[src/rtl/fqs_pkg.sv]
// Shared types and constants for the FIFO queue with associative search.
// No dependencies; used by every module of the block and by its checker.
`default_nettype none

package fqs_pkg;

    // Default queue depth, handed to the top level parameter
    localparam int QUEUE_DEPTH_DEF = 16;

    // Result field widths
    localparam int POS_W = 4;
    localparam int OCC_W = 5;
    localparam int DATA_W = 32;

    typedef enum logic [1:0] {
        OP_ENQ    = 2'd0,
        OP_DEQ    = 2'd1,
        OP_SEARCH = 2'd2,
        OP_NOP    = 2'd3
    } op_t;

    typedef enum logic [1:0] {
        ST_OK       = 2'd0,
        ST_EMPTY    = 2'd1,
        ST_FULL     = 2'd2,
        ST_NOTFOUND = 2'd3
    } status_t;

    typedef enum logic {
        S_IDLE,
        S_SCAN
    } state_t;

    // Per-cycle commands broadcast to every cell of the row
    typedef struct packed {
        logic shift;   // take the data of the next cell toward the rear
        logic load;    // write push_value into the cell at fill_idx
        logic cmp;     // capture data == search_key into the match flag
        logic mshift;  // take the match flag of the next cell
    } cell_ctrl_t;

endpackage

`default_nettype wire

[src/rtl/fqs_cell.sv]
// One storage cell of the queue row: a value and a match flag.
// Depends on fqs_pkg for the command struct and data width.
`default_nettype none

module fqs_cell #(
    parameter int IDX = 0,
    parameter int CW  = 5
) (
    input  wire logic                            clk,
    input  wire fqs_pkg::cell_ctrl_t             ctrl,
    input  wire logic [CW-1:0]                   fill_idx,
    input  wire logic signed [fqs_pkg::DATA_W-1:0] push_value,
    input  wire logic signed [fqs_pkg::DATA_W-1:0] search_key,
    input  wire logic signed [fqs_pkg::DATA_W-1:0] nbr_data,
    input  wire logic                            nbr_match,
    output logic signed [fqs_pkg::DATA_W-1:0]    data,
    output logic                                 match
);

    logic signed [fqs_pkg::DATA_W-1:0] data_reg;
    logic                              match_reg;

    // Value: shift toward the front on dequeue, load at the fill slot on enqueue
    always_ff @(posedge clk)
    begin
        if (ctrl.shift)
        begin
            data_reg <= nbr_data;
        end
        else if (ctrl.load && (fill_idx == CW'(IDX)))
        begin
            data_reg <= push_value;
        end
    end

    // Match flag: parallel compare, then shift toward the front during the scan
    always_ff @(posedge clk)
    begin
        if (ctrl.cmp)
        begin
            match_reg <= (data_reg == search_key);
        end
        else if (ctrl.mshift)
        begin
            match_reg <= nbr_match;
        end
    end

    assign data  = data_reg;
    assign match = match_reg;

endmodule

`default_nettype wire

[src/rtl/fifo_queue_with_search_unit.sv]
// Top level of the FIFO queue with associative search: controller and cell row.
// Depends on fqs_pkg and fqs_cell.
//
// Usage:
//   A request is taken at a rising edge where start is high and busy is low;
//   op, push_value and search_key are sampled at that edge.
//   Every request gives exactly one result: done is high for one cycle while
//   status, popped_value, match_position and occupancy hold the result.
//   Enqueue, dequeue and the unused op code answer in the cycle after the
//   request and never raise busy, so one such request can be taken per cycle.
//   Search compares all held cells in parallel at the request edge, then
//   shifts the row of match flags toward the front one cell per cycle until
//   the front flag is set or the held entries are used up; done then reports
//   the match position, or not found. busy is high during the scan.
//   Dequeue moves every value one cell toward the front; enqueue writes the
//   cell just past the last held entry.
//   Reset empties the queue and clears done and busy; cell contents are not
//   cleared and are only read once written.
//   The receiver cannot stall: results must be taken in their cycle.
`default_nettype none

module fifo_queue_with_search_unit #(
    parameter int QUEUE_DEPTH = fqs_pkg::QUEUE_DEPTH_DEF
) (
    input  wire logic                              clk,
    input  wire logic                              rst_n,
    input  wire logic                              start,
    output logic                                   busy,
    input  wire logic [1:0]                        op,
    input  wire logic signed [fqs_pkg::DATA_W-1:0] push_value,
    input  wire logic signed [fqs_pkg::DATA_W-1:0] search_key,
    output logic                                   done,
    output logic [1:0]                             status,
    output logic signed [fqs_pkg::DATA_W-1:0]      popped_value,
    output logic [fqs_pkg::POS_W-1:0]              match_position,
    output logic [fqs_pkg::OCC_W-1:0]              occupancy
);

    localparam int CW = $clog2(QUEUE_DEPTH + 1);

    fqs_pkg::state_t                    state_reg, state_next;
    logic [CW-1:0]                      count_reg, count_next;
    logic [CW-1:0]                      scan_reg, scan_next;
    logic                               done_reg, done_next;
    fqs_pkg::status_t                   status_reg, status_next;
    logic signed [fqs_pkg::DATA_W-1:0]  popped_reg, popped_next;
    logic [fqs_pkg::POS_W-1:0]          pos_reg, pos_next;
    logic [fqs_pkg::OCC_W-1:0]          occ_reg, occ_next;

    fqs_pkg::cell_ctrl_t                ctrl;
    logic                               accept;

    logic signed [fqs_pkg::DATA_W-1:0]  cell_data [QUEUE_DEPTH];
    logic                               cell_match [QUEUE_DEPTH];

    assign busy   = (state_reg != fqs_pkg::S_IDLE);
    assign accept = start && !busy;

    // Control state
    always_ff @(posedge clk or negedge rst_n)
    begin
        if (!rst_n)
        begin
            state_reg <= fqs_pkg::S_IDLE;
            count_reg <= '0;
            scan_reg  <= '0;
            done_reg  <= 1'b0;
        end
        else
        begin
            state_reg <= state_next;
            count_reg <= count_next;
            scan_reg  <= scan_next;
            done_reg  <= done_next;
        end
    end

    // Result registers
    always_ff @(posedge clk)
    begin
        status_reg <= status_next;
        popped_reg <= popped_next;
        pos_reg    <= pos_next;
        occ_reg    <= occ_next;
    end

    // Next state, result and cell commands
    always_comb
    begin
        state_next  = state_reg;
        count_next  = count_reg;
        scan_next   = scan_reg;
        done_next   = 1'b0;
        status_next = status_reg;
        popped_next = popped_reg;
        pos_next    = pos_reg;
        occ_next    = occ_reg;
        ctrl        = '0;

        case (state_reg)
            fqs_pkg::S_IDLE:
            begin
                if (accept)
                begin
                    status_next = fqs_pkg::ST_OK;
                    popped_next = '0;
                    pos_next    = '0;
                    occ_next    = fqs_pkg::OCC_W'(count_reg);
                    case (fqs_pkg::op_t'(op))
                        fqs_pkg::OP_ENQ:
                        begin
                            done_next = 1'b1;
                            if (count_reg == CW'(QUEUE_DEPTH))
                            begin
                                status_next = fqs_pkg::ST_FULL;
                            end
                            else
                            begin
                                ctrl.load  = 1'b1;
                                count_next = count_reg + 1'b1;
                                occ_next   = fqs_pkg::OCC_W'(count_next);
                            end
                        end
                        fqs_pkg::OP_DEQ:
                        begin
                            done_next = 1'b1;
                            if (count_reg == '0)
                            begin
                                status_next = fqs_pkg::ST_EMPTY;
                            end
                            else
                            begin
                                ctrl.shift  = 1'b1;
                                popped_next = cell_data[0];
                                count_next  = count_reg - 1'b1;
                                occ_next    = fqs_pkg::OCC_W'(count_next);
                            end
                        end
                        fqs_pkg::OP_SEARCH:
                        begin
                            ctrl.cmp   = 1'b1;
                            scan_next  = '0;
                            state_next = fqs_pkg::S_SCAN;
                        end
                        default:
                        begin
                            done_next = 1'b1;
                        end
                    endcase
                end
            end
            fqs_pkg::S_SCAN:
            begin
                if (scan_reg == count_reg)
                begin
                    // held entries used up without a match
                    done_next   = 1'b1;
                    status_next = fqs_pkg::ST_NOTFOUND;
                    pos_next    = '0;
                    state_next  = fqs_pkg::S_IDLE;
                end
                else if (cell_match[0])
                begin
                    done_next   = 1'b1;
                    status_next = fqs_pkg::ST_OK;
                    pos_next    = fqs_pkg::POS_W'(scan_reg);
                    state_next  = fqs_pkg::S_IDLE;
                end
                else
                begin
                    ctrl.mshift = 1'b1;
                    scan_next   = scan_reg + 1'b1;
                end
            end
            default:
            begin
                state_next = fqs_pkg::S_IDLE;
            end
        endcase
    end

    // Row of cells, cell 0 at the front
    for (genvar i = 0; i < QUEUE_DEPTH; i++)
    begin : g_cell
        logic signed [fqs_pkg::DATA_W-1:0] nbr_data;
        logic                              nbr_match;

        if (i == QUEUE_DEPTH - 1)
        begin : g_last
            assign nbr_data  = cell_data[i];
            assign nbr_match = 1'b0;
        end
        else
        begin : g_mid
            assign nbr_data  = cell_data[i+1];
            assign nbr_match = cell_match[i+1];
        end

        fqs_cell #(
            .IDX (i),
            .CW  (CW)
        ) u_cell (
            .clk        (clk),
            .ctrl       (ctrl),
            .fill_idx   (count_reg),
            .push_value (push_value),
            .search_key (search_key),
            .nbr_data   (nbr_data),
            .nbr_match  (nbr_match),
            .data       (cell_data[i]),
            .match      (cell_match[i])
        );
    end

    assign done           = done_reg;
    assign status         = status_reg;
    assign popped_value   = popped_reg;
    assign match_position = pos_reg;
    assign occupancy      = occ_reg;

endmodule

`default_nettype wire

[config.mk]
export PLATFORM = sky130hd
export DESIGN_NAME = fifo_queue_with_search_unit
export DESIGN_NICKNAME = d
export VERILOG_FILES = /design/src/rtl/fqs_pkg.sv /design/src/rtl/fqs_cell.sv /design/src/rtl/fifo_queue_with_search_unit.sv
export SDC_FILE = /design/constraint.sdc
export NUM_CORES = 1
export LEC_CHECK = 0
export BUFFER_PORTS_ARGS = -buffer_cell sky130_fd_sc_hd__buf_2
export CORE_MARGIN = 2
export CORE_UTILIZATION = 67
export CTS_CLUSTER_DIAMETER = 100
export DETAILED_ROUTE_END_ITERATION = 8
export GPL_TIMING_DRIVEN = 0
export HOLD_SLACK_MARGIN = 0.1
export MAX_ROUTING_LAYER = met4
export PLACE_DENSITY = 0.84
export SKIP_CTS_REPAIR_TIMING = 1
export SYNTH_ARGS = -nofsm -noshare
export SYNTH_HDL_FRONTEND = slang
export SYNTH_SLANG_ARGS = --single-unit
export TNS_END_PERCENT = 10
[constraint.sdc]
create_clock -name clk -period 14.07 [get_ports clk]
set_input_delay 2.1105 -clock clk [delete_from_list [all_inputs] [get_ports clk]]
set_output_delay 2.1105 -clock clk [all_outputs]
set_load 0.03 [all_outputs]
==> impl_metrics.tcl, run 1 <==
set metrics [dict create \
    grt_max_degree 46 \
    min_from "scan_reg[4]" \
    ys_ff_latch 583 \
    violations "max-capacitance violations, max-slew violations" \
    setup_viol 0 \
    core-area_mm2 0.0421 \
    drive_above_1_share_pct 11.2 \
    async_flop_share_pct 2.06 \
    area_growth_pct 12.0 \
    drc 0 \
    yosys-top-cells-area "edfxtp_1 (60%), a21o_1 (13%), xor2_1 (10%), xnor2_1 (5.9%), nor4_1 (1.8%)" \
    antenna_found_initial 7 \
    highest_layer "met4" \
    overflow 0 \
    place_inst 2774 \
    synth_nets 2216 \
    critPathBufInv 5 \
    routed_wl_mm 103 \
    drtPass1Iterations 8 \
    postLayoutCellArea_mm2 0.0321 \
    dp_slack_ns 7.06 \
    syn_area_mm2 0.0287 \
    synth_edf_count 571 \
    critPathKind "in2reg" \
    cp.required_ns 14.09 \
    cpPeakStageDelay_ns 1.27 \
    gp_congestion 1.06 \
    via_count 20700 \
    cts_buffers 58 \
    h-tree-depth 2 \
    largest_reg_flops 512 \
    synth_largest_area_cell "edfxtp_1" \
    p_leak_nw 13.2 \
    worstPathMaxFanout 45 \
    postRouteAntennaNets 0 \
    grt_pass1_wl_mm 142 \
    arrival_ns 6.86 \
    place_area_mm2 0.0302 \
    hold_slack_ns 0.520 \
    fin_skew_ns 0.0301 \
    clockBufferDepth 3 \
    cp_top_family "buffers and inverters" \
    synth.avg_cell_area_um2 13.4 \
    cp-end-kind "register" \
    finalCriticalPeriod_ns 6.84 \
    numPortBuffers 80 \
    initial_utilization_pct 68.1 \
    die_h_um 211 \
    r2r-start "busy" \
    fmax_mhz 146 \
    wl_met2_mm 42.1 \
    via_per_inst 7.16 \
    ys_types 46 \
    fin_setup_tns_ns 0 \
    fillers 2620 \
    hold_violations 0 \
    power_density_mw_per_mm2 136 \
    cts_tree "built" \
    final_util_pct 76.2 \
    yosysSeqAreaShare_pct 60.8 \
    clock_sinks 583 \
    grt_pass1_vias 19700 \
    stdcell_count 2889 \
    yosysWarnings 0 \
    maxSlewViolCount 33 \
    clock_latency_ns 0.66 \
    rsz0062_at_grt "false" \
    hold_class "reg2reg" \
    root_buffer "clkbuf_16" \
    p_total_mw 4.37 \
    die_area_mm2 0.0445 \
    boundaryPins 114 \
    rows 75 \
    clk_pin_slew_worst_paths_ns 0.06 \
    maxCapViolations 4 \
    synth_top_area_share_pct 59.8 \
    dp.final_hpwl_mm 75.1 \
    crit_chain "buf_2 > nand2b_1 > buf_2 > inv_2 > nand2_2 > clkbuf_1 > clkbuf_1 > nand2_1" \
    die_w_um 211 \
    period_share_pct 48.6 \
    finalWorstSetupSlack_ns 7.23 \
    slowest_stage "nand2_1" \
    grt_use_total_pct 48.1 \
    final_nets 2371 \
    drtIter0Drc 3786 \
    wl_met3_mm 17.6 \
    slew_headroom_pct -3.55 \
    status "finished with violations" \
    ys.flop_type "edfxtp_1" \
    wirelength_met1_mm 34.3 \
    worst_pin_slew_ns 1.55 \
    startpoint_type "primary input" \
    ir_drop_uv 99.9 \
    synth_cells 2140 \
    crit_start "start" \
    routedWlPerCell_um 35.5 \
]
-- power breakdown --
part / internal, mW / leakage [nW] / switching [mW] / total [mW]
clock network: 0.888 / 0.926 / 0.693 / 1.58
registers: 2.04 / 5.42 / 0.0722 / 2.11
logic: 0.219 / 6.90 / 0.462 / 0.682
total: 3.14 / 13.2 / 1.23 / 4.37
-- final cells by class --
type	count	area (µm²)	share of cell area (%)
Antenna cell	7	17.5	0.0545
Buffer	167	704	2.19
Clock buffer	72	1560	4.84
Clock inverter	36	314	0.978
Inverter	6	22.5	0.0701
Multi-Input combinational cell	1384	10700	33.3
Sequential cell	583	17400	54.3
Tap cell	539	674	2.10
Timing Repair Buffer	95	696	2.17
-- synthesized netlist by cell type, types with 2 or more instances --
library cell  count
nor4_1           81
dfrtp_1          12
and2b_1          27
buf_1             8
edfxtp_1        571
a31oi_1           5
and2_1           36
xnor2_1         194
nand4_1          47
o31ai_1          16
xor2_1          326
o21a_1            2
a21o_1          480
o21ai_0          21
and3_1            4
a21oi_1           5
nand2b_1          4
ha_1              7
nor3b_1           2
mux2i_1           4
inv_1             5
buf_2            62
nand2_1          32
nand3_1          35
clkbuf_1         97
nor3_1           18
nor2_1           15
nor2b_1           6
-- kinds of logic (layout without fill, tap and decap cells) --
family / count (synthesis) / after routing / synth area share (%)
mux: 4 / 4 / 0.140
simple gates: 314 / 314 / 6.44
fa+ha+maj: 7 / 7 / 0.305
flops: 583 / 583 / 60.8
compound gates: 539 / 539 / 13.9
other cells: 0 / 7 / 0
buf+inv: 173 / 376 / 2.53
xor+xnor: 520 / 520 / 15.9
-- final timing paths --
kind / cells after the start / slack (ns) / endpoint
worst max-delay path: 8 / 7.23 / g_cell[8].u_cell.match
worst min-delay path: 1 / 0.52 / scan_reg[4]
worst max register to register: 7 / 8.26 / g_cell[8].u_cell.match
worst min register to register: 1 / 0.52 / scan_reg[4]
max in group asynchronous: 1 / 12.46 / scan_reg[1]
min in group asynchronous: 1 / 1.36 / count_reg[0]
-- layout by cell type (no fill, tap or decap), types with 6 or more instances in the layout --
cell,count
a21o_1,480
and2_1,36
and2b_1,27
buf_1,8
buf_12,14
buf_2,142
bufinv_16,6
clkbuf_1,107
clkbuf_16,59
clkinv_1,16
clkinv_2,13
dfrtp_1,12
diode_2,7
edfxtp_1,571
ha_1,7
nand2_1,32
nand3_1,35
nand4_1,47
nor2_1,14
nor2b_1,6
nor3_1,18
nor4_1,80
o21ai_0,7
o21ai_4,14
o31ai_1,16
xnor2_1,194
xor2_1,326
-- layer usage --
layer / vias up / track usage, %
met3: 463 / 16.7
met4: 0 / 32.5
met1: 9926 / 61.0
met2: 2142 / 65.2
met5: - / -
li1: 8151 / -
Power figures use the tool's default switching activity.
==> inputs of run 2 (changes only) <==
--- a/config.mk
+++ b/config.mk
@@ -5,15 +5,16 @@
 export SDC_FILE = /design/constraint.sdc
 export NUM_CORES = 1
 export LEC_CHECK = 0
+export ABC_AREA = 1
 export BUFFER_PORTS_ARGS = -buffer_cell sky130_fd_sc_hd__buf_2
 export CORE_MARGIN = 2
-export CORE_UTILIZATION = 67
+export CORE_UTILIZATION = 63
 export CTS_CLUSTER_DIAMETER = 100
 export DETAILED_ROUTE_END_ITERATION = 8
 export GPL_TIMING_DRIVEN = 0
 export HOLD_SLACK_MARGIN = 0.1
 export MAX_ROUTING_LAYER = met4
-export PLACE_DENSITY = 0.84
+export PLACE_DENSITY = 0.8
 export SKIP_CTS_REPAIR_TIMING = 1
 export SYNTH_ARGS = -nofsm -noshare
 export SYNTH_HDL_FRONTEND = slang
==> constraint.sdc (replaced) <==
create_clock -name clk -period 7.08 [get_ports clk]
set_input_delay 1.062 -clock clk [delete_from_list [all_inputs] [get_ports clk]]
set_output_delay 1.062 -clock clk [all_outputs]
set_load 0.03 [all_outputs]
==> run 2 against run 1 <==
  * The run now ends clean
  * Flip-flop and latch count unchanged
  * Synthesized cell count increased by 56%
  * First-iteration DRC count rose by 14%
  * Synthesized area increased by 7.8%
  * Combinational power grew to 3.4 times the previous value
  * Setup slack worse by 3.8 ns
  * Die area grew 14%
  * Sequential share of layout area fell by 3.9 points
  * Core utilization fell by 5.2 points
  * Via count increased by 26%
  * Non-clock buffer count up 41
  * Cell count increased by 46%
  * Critical endpoint is now g_cell[9].u_cell.data[18]
  * Largest cell class unchanged
==> impl_metrics.tcl, run 2 <==
set metrics [dict create \
    drtPass1Iterations 6 \
    final_nets 3573 \
    initial_utilization_pct 63.5 \
    routed_wl_mm 114 \
    ir_drop_uv 226 \
    postLayoutCellArea_mm2 0.0346 \
    drc 0 \
    crit_chain "inv_1 > ha_1 > nand3_1 > nand3_1 > inv_1 > nand3_1 > o21ai_4 > buf_16" \
    finalCriticalPeriod_ns 3.62 \
    hold_violations 0 \
    cp.required_ns 7.44 \
    numPortBuffers 82 \
    period_share_pct 51.1 \
    p_total_mw 9.97 \
    h-tree-depth 2 \
    cts_tree "built" \
    core-area_mm2 0.0487 \
    yosys-top-cells-area "edfxtp_1 (55%), nand2_1 (12%), xnor2_1 (6.6%), nand3_1 (6.2%), inv_1 (3.1%)" \
    arrival_ns 3.98 \
    antenna_found_initial 3 \
    cts_buffers 60 \
    dp.final_hpwl_mm 89.6 \
    layout_common_cells "nand2_1 (1010), edfxtp_1 (571), nand3_1 (383)" \
    postRouteAntennaNets 0 \
    cp-end-kind "register" \
    die_area_mm2 0.0509 \
    power_density_mw_per_mm2 288 \
    maxCapViolations 0 \
    synth_most_common_cell "nand2_1" \
    grt_max_degree 30 \
    maxSlewViolCount 0 \
    gp_congestion 1.06 \
    synthTopCellsByCount "nand2_1 (1010), edfxtp_1 (571), nand3_1 (383)" \
    critPathKind "reg2reg" \
    via_count 26100 \
    clk_pin_slew_worst_paths_ns 0.06 \
    boundaryPins 114 \
    setup_viol 0 \
    die_h_um 226 \
    synth.avg_cell_area_um2 9.28 \
    final_util_pct 71.0 \
    slew_headroom_pct 27.1 \
    hold_class "in2async" \
    yosysSeqAreaShare_pct 56.4 \
    overflow 0 \
    syn_area_mm2 0.0309 \
    area_growth_pct 11.9 \
    ys.flop_type "edfxtp_1" \
    fmax_mhz 276 \
    routedWlPerCell_um 27.0 \
    rows 81 \
    status "finished clean" \
    drive_above_1_share_pct 12.3 \
    worst_pin_slew_ns 1.09 \
    synth_edf_count 571 \
    clock_sinks 583 \
    cpPeakStageDelay_ns 0.67 \
    ys_types 35 \
    synth_top_area_share_pct 55.4 \
    synth_nets 3411 \
    grt_use_total_pct 46.1 \
    r2r_cells 8 \
    crit_path_frequent_cell "nand3_1" \
    place_area_mm2 0.0327 \
    clock_latency_ns 0.66 \
    worstPathMaxFanout 22 \
    clockBufferDepth 3 \
    via_per_inst 6.19 \
    ys_ff_latch 583 \
    synth_largest_area_cell "edfxtp_1" \
    p_leak_nw 14.1 \
    startpoint_type "register" \
    yosysWarnings 0 \
    synth_cells 3335 \
    async_flop_share_pct 2.06 \
    layout_commonest_cell "nand2_1" \
    hold_slack_ns 0.298 \
    fillers 3658 \
    root_buffer "clkbuf_16" \
    drtIter0Drc 4315 \
    die_w_um 226 \
    grt_pass1_wl_mm 159 \
    fin_skew_ns 0.0200 \
    grt_pass1_vias 24100 \
    slowest_stage "o21ai_4" \
    rsz0062_at_grt "false" \
    largest_reg_flops 512 \
]
-- run 2: cell count changes in the layout (fill, tap and decap cells not counted), moves of 83 or more --
cell,change
nand2_1,+978
inv_1,+249
xor2_1,-226
buf_2,+83
o21ai_0,+93
nor2_1,+238
a21o_1,-480
nand3_1,+348
-- run 2: per-layer routing --
metal | wire (µm) | track usage (%)
met5 | 0 | -
met4 | 9490 | 32.1
met3 | 16000 | 11.5
met2 | 48800 | 66.0
met1 | 39700 | 57.8
-- run 2: cells by family after synthesis --
group | count (synthesis) | share of synthesized area [%]
AO/OA/AOI/OAI | 216 | 3.69
XOR/XNOR | 332 | 9.40
adder cells (fa/ha/maj) | 7 | 0.283
buffers and inverters | 466 | 6.92
flip-flops | 583 | 56.4
AND/OR/NAND/NOR | 1731 | 23.3
-- run 2: worst max-delay path, delay by kind of cell, from the launching register on --
kind	cells	cell delay (ns)
adders and majority gates	1	0.28
and+or+nand+nor	3	1.14
buffers and inverters	3	0.68
AOI/OAI and AO/OA	1	0.67
DFF	1	0.52
-- run 2: cell type report --
class	count	area, µm²	share of cell area [%]
plain buffers	203	1160	3.34
diodes	4	10.0	0.0289
multi-input cells	2286	11500	33.3
clock buffers	82	1640	4.73
inverters	263	987	2.85
well taps	664	831	2.40
flip-flops and latches	583	17400	50.4
repair buffers	100	758	2.19
clock inverters	31	250	0.723
-- run 2: report_power, final --
| part | switching (mW) | internal [mW] | total (mW) |
|---|---|---|---|
| combinational | 1.69 | 0.622 | 2.31 |
| sequential | 0.201 | 4.28 | 4.48 |
| clock | 1.42 | 1.75 | 3.18 |
-- run 2: worst paths after layout --
path                                        start                         to  slack [ns]
max in group asynchronous                   rst_n               count_reg[0]        6.55
max                                  count_reg[0]  g_cell[9].u_cell.data[18]        3.46
min in group clk           g_cell[9].u_cell.match     g_cell[8].u_cell.match        0.52
min                                         rst_n                scan_reg[0]        0.30
min reg2reg                g_cell[9].u_cell.match     g_cell[8].u_cell.match        0.52
max reg2reg                          count_reg[0]  g_cell[9].u_cell.data[18]        3.46
-- run 2: stage by stage --
stage | setup slack, ns | TNS, ns | std cells
after floorplan | 2.63 | 0 | 3335
after global placement | -0.102 | -3.01 | 4081
after detailed placement | 3.17 | 0 | 4099
after CTS | 3.54 | 0 | 4212
after global routing | 3.37 | 0 | 4215
final | 3.46 | 0 | 4216
